`config.mk`:
```
export PLATFORM = sky130hd
export DESIGN_NAME = perfect_power_classifier_top
export DESIGN_NICKNAME = d
export VERILOG_FILES = /design/src/hw/rtl/ppc_pkg.sv /design/src/hw/rtl/perfect_power_classifier_top.sv /design/src/hw/rtl/ppc_datapath.sv /design/src/hw/rtl/ppc_controller.sv
export VERILOG_INCLUDE_DIRS = /design/src /design/src/hw/rtl
export SDC_FILE = /design/constraint.sdc
export NUM_CORES = 1
export LEC_CHECK = 0
export BUFFER_PORTS_ARGS = -buffer_cell sky130_fd_sc_hd__buf_2
export CORE_MARGIN = 5
export CORE_UTILIZATION = 58
export DETAILED_ROUTE_END_ITERATION = 8
export HOLD_SLACK_MARGIN = 0.15
export PLACE_DENSITY = 0.85
export SETUP_SLACK_MARGIN = 0.02
export SLEW_MARGIN = 20
export SYNTH_ARGS = -nofsm -noshare
export SYNTH_HDL_FRONTEND = slang
export SYNTH_HIERARCHICAL = 1
export SYNTH_SLANG_ARGS = --single-unit
```
`constraint.sdc`:
```
create_clock -name clk -period 8.9 [get_ports clk]
set_input_delay 0.445 -clock clk [delete_from_list [all_inputs] [get_ports clk]]
set_output_delay 0.445 -clock clk [all_outputs]
set_load 0.02 [all_outputs]
```
`src/hw/rtl/perfect_power_classifier_top_assert.svh`:
```
// ----------------------------------------------------------------------------
// Perfect power classifier assertion macros
// Shared property forms; they expect clk and rst_n in the enclosing module.
// ----------------------------------------------------------------------------
`ifndef PERFECT_POWER_CLASSIFIER_TOP_ASSERT_SVH
`define PERFECT_POWER_CLASSIFIER_TOP_ASSERT_SVH

// Same-cycle implication.
`define PPC_ASSERT_IMP(label, ante, cons, msg) \
    label: assert property (@(posedge clk) disable iff (!rst_n) (ante) |-> (cons)) \
        else $error(msg);

// Next-cycle implication.
`define PPC_ASSERT_NXT(label, ante, cons, msg) \
    label: assert property (@(posedge clk) disable iff (!rst_n) (ante) |=> (cons)) \
        else $error(msg);

`endif

```
`src/hw/rtl/ppc_pkg.sv`:
```
// ----------------------------------------------------------------------------
// Perfect power classifier package
// Shared constants, controller states and controller/datapath interface types.
// ----------------------------------------------------------------------------
package ppc_pkg;

    localparam int VALUE_BITS_DEFAULT = 32;

    typedef enum logic [2:0] {
        ST_IDLE,
        ST_PROBE,
        ST_MUL_LO,
        ST_MUL_HI,
        ST_ACCUM,
        ST_CHECK,
        ST_FINISH
    } ppc_state_t;

    typedef struct packed {
        logic load;
        logic probe;
        logic mul_lo;
        logic mul_hi;
        logic accum;
        logic check;
        logic publish;
    } ppc_cmd_t;

    typedef struct packed {
        logic mul_done;
        logic last_bit;
        logic last_exp;
    } ppc_sts_t;

endpackage

```
`src/hw/rtl/perfect_power_classifier_top.sv`:
```
// ----------------------------------------------------------------------------
// Perfect power classifier
// Takes one signed integer per request and reports, for exponents 2, 3, 4
// and 5, whether it is an exact power of some integer base; zero and negative
// values match nothing and one matches all four. Each exponent is tested by
// a bitwise search for the integer root, one root bit per probe, raising the
// candidate to the exponent on a single shared multiplier that forms each
// product from two half-width partial products. Each probe forms the power of
// its candidate with repeated multiplies, stopping early once the power
// overflows, and exponent e needs ceil((VALUE_BITS-1)/e) probes. One item is
// worked on at a time; a finished result waits in an output register while
// the next request is accepted.
// ----------------------------------------------------------------------------
module perfect_power_classifier_top #(
    parameter int VALUE_BITS = ppc_pkg::VALUE_BITS_DEFAULT
) (
    input  logic                                clk,
    input  logic                                rst_n,
    input  logic                                s_axis_tvalid,
    output logic                                s_axis_tready,
    // Bits from the lowest up: value, zero fill to whole bytes.
    input  logic [((VALUE_BITS+7)/8)*8-1:0]     s_axis_tdata,
    output logic                                m_axis_tvalid,
    input  logic                                m_axis_tready,
    // Bits from the lowest up: is_square, is_cube, is_fourth_power,
    // is_fifth_power, four zero bits.
    output logic [7:0]                          m_axis_tdata
);
    import ppc_pkg::*;

    ppc_cmd_t   cmd;
    ppc_sts_t   sts;
    logic [3:0] result;

    ppc_controller u_ctrl (
        .clk       (clk),
        .rst_n     (rst_n),
        .in_valid  (s_axis_tvalid),
        .in_ready  (s_axis_tready),
        .out_valid (m_axis_tvalid),
        .out_ready (m_axis_tready),
        .sts       (sts),
        .cmd       (cmd)
    );

    ppc_datapath #(
        .VALUE_BITS (VALUE_BITS)
    ) u_dp (
        .clk    (clk),
        .rst_n  (rst_n),
        .value  (s_axis_tdata[VALUE_BITS-1:0]),
        .cmd    (cmd),
        .sts    (sts),
        .result (result)
    );

    assign m_axis_tdata = {4'b0000, result};

endmodule

```
`src/hw/rtl/ppc_datapath.sv`:
```
// ----------------------------------------------------------------------------
// Perfect power classifier datapath
// Bitwise root search per exponent on one shared multiplier, result register.
// ----------------------------------------------------------------------------
module ppc_datapath #(
    parameter int VALUE_BITS = ppc_pkg::VALUE_BITS_DEFAULT
) (
    input  logic                   clk,
    input  logic                   rst_n,
    input  logic [VALUE_BITS-1:0]  value,
    input  ppc_pkg::ppc_cmd_t      cmd,
    output ppc_pkg::ppc_sts_t      sts,
    output logic [3:0]             result
);
    import ppc_pkg::*;

    localparam int RB = VALUE_BITS / 2;
    localparam int MW = VALUE_BITS - 1;
    localparam int SW = 3 * RB;
    localparam int IW = $clog2(RB);
    localparam int S2 = (VALUE_BITS + 0) / 2 - 1;
    localparam int S3 = (VALUE_BITS + 1) / 3 - 1;
    localparam int S4 = (VALUE_BITS + 2) / 4 - 1;
    localparam int S5 = (VALUE_BITS + 3) / 5 - 1;
    localparam logic [1:0] EXP_SEL_FIRST = 2'd0;
    localparam logic [1:0] EXP_SEL_LAST  = 2'd3;

    function automatic logic [IW-1:0] start_of(input logic [1:0] sel);
        logic [IW-1:0] s;
        case (sel)
            2'd0:    s = IW'(S2);
            2'd1:    s = IW'(S3);
            2'd2:    s = IW'(S4);
            default: s = IW'(S5);
        endcase
        return s;
    endfunction

    logic [MW-1:0]   mag_reg;
    logic [RB-1:0]   root_reg;
    logic [RB-1:0]   cand_reg;
    logic [IW-1:0]   bit_idx_reg;
    logic [1:0]      exp_sel_reg;
    logic [MW-1:0]   acc_reg;
    logic            ovf_reg;
    logic [2:0]      mul_left_reg;
    logic [2*RB-1:0] prod_lo_reg;
    logic [2*RB-1:0] prod_hi_reg;
    logic [3:0]      match_reg;
    logic [3:0]      res_reg;

    logic [RB-1:0]   cand;
    logic [RB-1:0]   mul_a;
    logic [2*RB-1:0] mul_p;
    logic [SW-1:0]   sum;
    logic            le;
    logic            eq;

    assign cand  = root_reg | (RB'(1) << bit_idx_reg);
    assign mul_a = cmd.mul_hi ? RB'(acc_reg >> RB) : acc_reg[RB-1:0];
    assign mul_p = mul_a * cand_reg;
    assign sum   = (SW'(prod_hi_reg) << RB) + SW'(prod_lo_reg);
    assign le    = !ovf_reg && (acc_reg <= mag_reg);
    assign eq    = !ovf_reg && (acc_reg == mag_reg);

    always_ff @(posedge clk or negedge rst_n)
    begin
        if (!rst_n)
        begin
            mag_reg      <= '0;
            root_reg     <= '0;
            cand_reg     <= '0;
            acc_reg      <= '0;
            prod_lo_reg  <= '0;
            prod_hi_reg  <= '0;
            exp_sel_reg  <= EXP_SEL_FIRST;
            bit_idx_reg  <= '0;
            mul_left_reg <= '0;
            ovf_reg      <= 1'b0;
            match_reg    <= '0;
            res_reg      <= '0;
        end
        else
        begin
            if (cmd.load)
            begin
                mag_reg     <= value[VALUE_BITS-1] ? '0 : value[MW-1:0];
                root_reg    <= '0;
                exp_sel_reg <= EXP_SEL_FIRST;
                bit_idx_reg <= start_of(EXP_SEL_FIRST);
                match_reg   <= '0;
            end
            if (cmd.probe)
            begin
                cand_reg     <= cand;
                acc_reg      <= MW'(cand);
                ovf_reg      <= 1'b0;
                mul_left_reg <= 3'({1'b0, exp_sel_reg}) + 3'd1;
            end
            if (cmd.mul_lo)
            begin
                prod_lo_reg <= mul_p;
            end
            if (cmd.mul_hi)
            begin
                prod_hi_reg <= mul_p;
            end
            if (cmd.accum)
            begin
                acc_reg      <= sum[MW-1:0];
                ovf_reg      <= |sum[SW-1:MW];
                mul_left_reg <= mul_left_reg - 3'd1;
            end
            if (cmd.check)
            begin
                if (eq)
                begin
                    match_reg[exp_sel_reg] <= 1'b1;
                end
                if (bit_idx_reg == '0)
                begin
                    root_reg    <= '0;
                    exp_sel_reg <= exp_sel_reg + 2'd1;
                    bit_idx_reg <= start_of(exp_sel_reg + 2'd1);
                end
                else
                begin
                    if (le)
                    begin
                        root_reg <= cand_reg;
                    end
                    bit_idx_reg <= bit_idx_reg - IW'(1);
                end
            end
            if (cmd.publish)
            begin
                res_reg <= match_reg;
            end
        end
    end

    assign sts.mul_done = (mul_left_reg == 3'd0) || ovf_reg;
    assign sts.last_bit = (bit_idx_reg == '0);
    assign sts.last_exp = (exp_sel_reg == EXP_SEL_LAST);
    assign result       = res_reg;

endmodule

```
`src/hw/rtl/ppc_controller.sv`:
```
// ----------------------------------------------------------------------------
// Perfect power classifier controller
// Sequences probes and multiplies, and owns both request handshakes.
// ----------------------------------------------------------------------------
`include "perfect_power_classifier_top_assert.svh"

module ppc_controller (
    input  logic              clk,
    input  logic              rst_n,
    input  logic              in_valid,
    output logic              in_ready,
    output logic              out_valid,
    input  logic              out_ready,
    input  ppc_pkg::ppc_sts_t sts,
    output ppc_pkg::ppc_cmd_t cmd
);
    import ppc_pkg::*;

    ppc_state_t state_reg;
    ppc_state_t state_next;
    logic       out_valid_reg;
    logic       out_valid_next;

    always_ff @(posedge clk or negedge rst_n)
    begin
        if (!rst_n)
        begin
            state_reg     <= ST_IDLE;
            out_valid_reg <= 1'b0;
        end
        else
        begin
            state_reg     <= state_next;
            out_valid_reg <= out_valid_next;
        end
    end

    always_comb
    begin
        state_next     = state_reg;
        cmd            = '0;
        in_ready       = 1'b0;
        out_valid_next = out_valid_reg && !out_ready;
        case (state_reg)
            ST_IDLE:
            begin
                in_ready = 1'b1;
                if (in_valid)
                begin
                    cmd.load   = 1'b1;
                    state_next = ST_PROBE;
                end
            end
            ST_PROBE:
            begin
                cmd.probe  = 1'b1;
                state_next = ST_MUL_LO;
            end
            ST_MUL_LO:
            begin
                if (sts.mul_done)
                begin
                    state_next = ST_CHECK;
                end
                else
                begin
                    cmd.mul_lo = 1'b1;
                    state_next = ST_MUL_HI;
                end
            end
            ST_MUL_HI:
            begin
                cmd.mul_hi = 1'b1;
                state_next = ST_ACCUM;
            end
            ST_ACCUM:
            begin
                cmd.accum  = 1'b1;
                state_next = ST_MUL_LO;
            end
            ST_CHECK:
            begin
                cmd.check  = 1'b1;
                state_next = (sts.last_bit && sts.last_exp) ? ST_FINISH : ST_PROBE;
            end
            ST_FINISH:
            begin
                if (!out_valid_reg || out_ready)
                begin
                    cmd.publish    = 1'b1;
                    out_valid_next = 1'b1;
                    state_next     = ST_IDLE;
                end
            end
            default:
            begin
                state_next = ST_IDLE;
            end
        endcase
    end

    assign out_valid = out_valid_reg;

    `PPC_ASSERT_IMP(a_publish_slot_free, cmd.publish, !out_valid_reg || out_ready,
        "result published over an untaken result")
    `PPC_ASSERT_NXT(a_accept_starts_probe, in_valid && in_ready, state_reg == ST_PROBE,
        "accepted request did not start a probe")
    `PPC_ASSERT_NXT(a_mul_lo_then_hi, cmd.mul_lo, state_reg == ST_MUL_HI,
        "low partial product not followed by high partial product")
    `PPC_ASSERT_NXT(a_last_check_finishes, cmd.check && sts.last_bit && sts.last_exp,
        state_reg == ST_FINISH, "search did not finish after the last probe")

endmodule

```
==> results.ini <==
[logic_synthesis]
synth_edf_count = 0
syn_area_um2 = 17900
ys_warn_count = 6
ys_dominant_reg_cell = dfrtp_1
avgSynthCellArea_um2 = 9.29
yosysTopAreaCell = dfrtp_1
synth_fa_ha_area_share_pct = 33.2
synth_cell_type_count = 78
synth-simple-area-share_pct = 15.7
synthMuxAreaShare_pct = 4.18
async_reset_ff_share_pct = 100
synth-seq-cells = 180
synthTopCellsByCount = 299 x inv_1, 255 x nand2_1, 195 x fa_1, 180 x dfrtp_1, 163 x ha_1
syn_inst = 1929
synth_top_family_by_area = adder cells
synth_compound_area_share_pct = 11.3
synth_top_area_share_pct = 25.1
synthTopCellsByArea = dfrtp_1 25%, fa_1 22%, ha_1 11%
synth_xor_area_share_pct = 2.15
synth_seq_area_share_pct = 25.1
synth.most_common_cell = inv_1

[floorplanning]
rows = 64
die_area_um2 = 34500
ios = 46
start_util_pct = 58.7
die_h_um = 186
core_area_um2 = 30500
die_w_um = 186

[final_layout]
nFillCells = 2358
seq_area_um2 = 4500
nNetsFinal = 2309
diodes = 0
area_growth_syn_to_layout_pct = 6.08
drive_above_1_share_pct = 9.54
postLayoutCoreUtil_pct = 62.3
multi_input_area_um2 = 11900

[clock_network]
cts_setup_buffers = 0
htreeDepth = 4
clockRootBuffer = clkbuf_16
ctsLongestPathBuffers = 2
cts_resized = 0
cts.sinks = 180
cts_inserted_buffers = 17
cts.clk_slew.worst_paths_ns = 0.08
cts_tree = done
clk_latency_ns = 0.45

[sta]
slew_violations = 0
setup_tns_ns = 0
setup_viol = 0
rsz0062_at_grt = no
fin_skew_ns = 0.0207
tightest_slew_ns = 0.847
fin_crit_sh_pct = 88.6
fmax_mhz = 127
min_period_ns = 7.89
timing.final.hold_violations = 0
slew_headroom_pct = 43.5

[global_route]
antenna_found_initial = 0
grt_pass1_vias = 14467
grt_max_degree = 78
grt_usage_pct = 26.4
overflow = 0
grt_first_pass_wirelength_um = 73000

[drt]
wl_per_cell_um = 18.7
post-route-drc-count = 0
drtAntennaViolNets = 0
drt_iter0_drc = 1216
routed_via_density = 5.92
drt-total-wl_um = 43400
vias = 13755
first_pass_iters = 5

[flow_run]
drv_cap = 0

[setup_path]
timing.rr.end = u_dp/prod_hi_reg[28]
path_max_fanout = 46
crit_type = reg -> reg
cp.required_ns = 9.24
cp-endpoint = u_dp/prod_hi_reg[28]
reg2reg_depth = 24
critPathCaptureType = flip-flop
worstPathArrival_ns = 8.23
timing.rr.start = u_ctrl/state_reg[0]
regToRegSetupSlack_ns = 1.01
crit_path_start_kind = flip-flop
crit_start = u_ctrl/state_reg[0]

[placement]
portBuffers = 41
dp_hpwl_um = 33200
gp_routability_congestion = 0.934

[worst_hold_path]
hp-class = in -> reg

[run_status]
status = finished, final reports clean

-- metrics by stage --
step	instances	setup slack (ns)	hold WS [ns]	cell area (µm²)
final	2324	1.01	0.205	19000
after global routing	2324	0.398	0.207	19000
after CTS	2324	1.09	0.191	19000
after detailed placement	2291	1.13	0.423	18400
after global placement	2291	1.32	0.422	18400
after floorplan	1932	1.58	0.149	17900
-- area by class of cell --
cell class              count  share of cell area (%)
clock inverters            15                   0.974
flip-flops and latches    180                    23.7
repair buffers             55                    1.70
clock buffers              17                    2.24
well taps                 396                    2.61
inverters                 299                    5.91
multi-input cells        1362                    62.9
-- placed cells by master, fill, tap and decap left out, drive strengths merged, types with 10 or more instances in the layout --
cell    count
nand3      18
dfrtp     180
xnor2      28
a22o       18
a31oi      18
xor2       16
mux2       62
o21a       10
clkbuf     17
nand2     255
inv       307
fa        195
buf        54
a311o      13
and2      120
nor2b      17
a211oi     13
nand4      14
nor3       19
a21o       26
a21oi      66
o21ai      97
nand2b     24
nor2       91
ha        163
-- what timing repair did --
item | 4_1_cts | 5_1_grt
endpoints found under the setup margin | 0 | 0
hold buffers | 1 | 0
endpoints found under the hold margin | 54 | 0
-- worst max-delay path: stages (launching register included) --
cell,delay (ns)
dfrtp_1,0.62
inv_1,0.20
nor3b_2,0.19
buf_4,0.28
buf_4,0.49
mux2_2,0.55
and2_1,0.24
fa_1,0.53
inv_1,0.05
fa_1,0.47
inv_1,0.05
fa_1,0.49
fa_1,0.50
fa_1,0.48
inv_1,0.05
fa_1,0.47
inv_1,0.04
ha_1,0.32
nand2_1,0.10
or3_1,0.41
o21ai_1,0.21
nand2_1,0.17
o311ai_1,0.55
nand4_1,0.17
o311ai_1,0.11
-- cell families after synthesis --
| family | Yosys count |
|---|---|
| flops | 180 |
| other cells | 1 |
| buf+inv | 390 |
| mux | 67 |
| compound gates | 304 |
| xor+xnor | 44 |
| simple gates | 585 |
| fa+ha+maj | 358 |
-- metal layers --
layer / GRT usage, % / vias up / part of all wire, %
met5: 0 / - / 0
met1: 33.8 / 6869 / 40
met2: 45.2 / 572 / 50
li1: - / 6182 / -
met4: 10.9 / 0 / 4.1
met3: 3.89 / 132 / 6.8
-- how the worst min path moves through the flow --
stage	depth (start not counted)	endpoint	startpoint	slack, ns
floorplan	0	u_ctrl/out_valid	rst_n	0.15
global placement	1	u_dp/result[3]	rst_n	0.42
detailed placement	1	u_dp/result[2]	rst_n	0.42
CTS	3	u_dp/mag_reg[16]	s_axis_tdata[16]	0.19
global route	3	u_dp/mag_reg[25]	s_axis_tdata[25]	0.21
finish	3	u_dp/mag_reg[25]	s_axis_tdata[25]	0.20
Power is left out: the tool's default activity adds up to more than one toggle a clock period on the data nets, which glitch-free logic cannot reach.
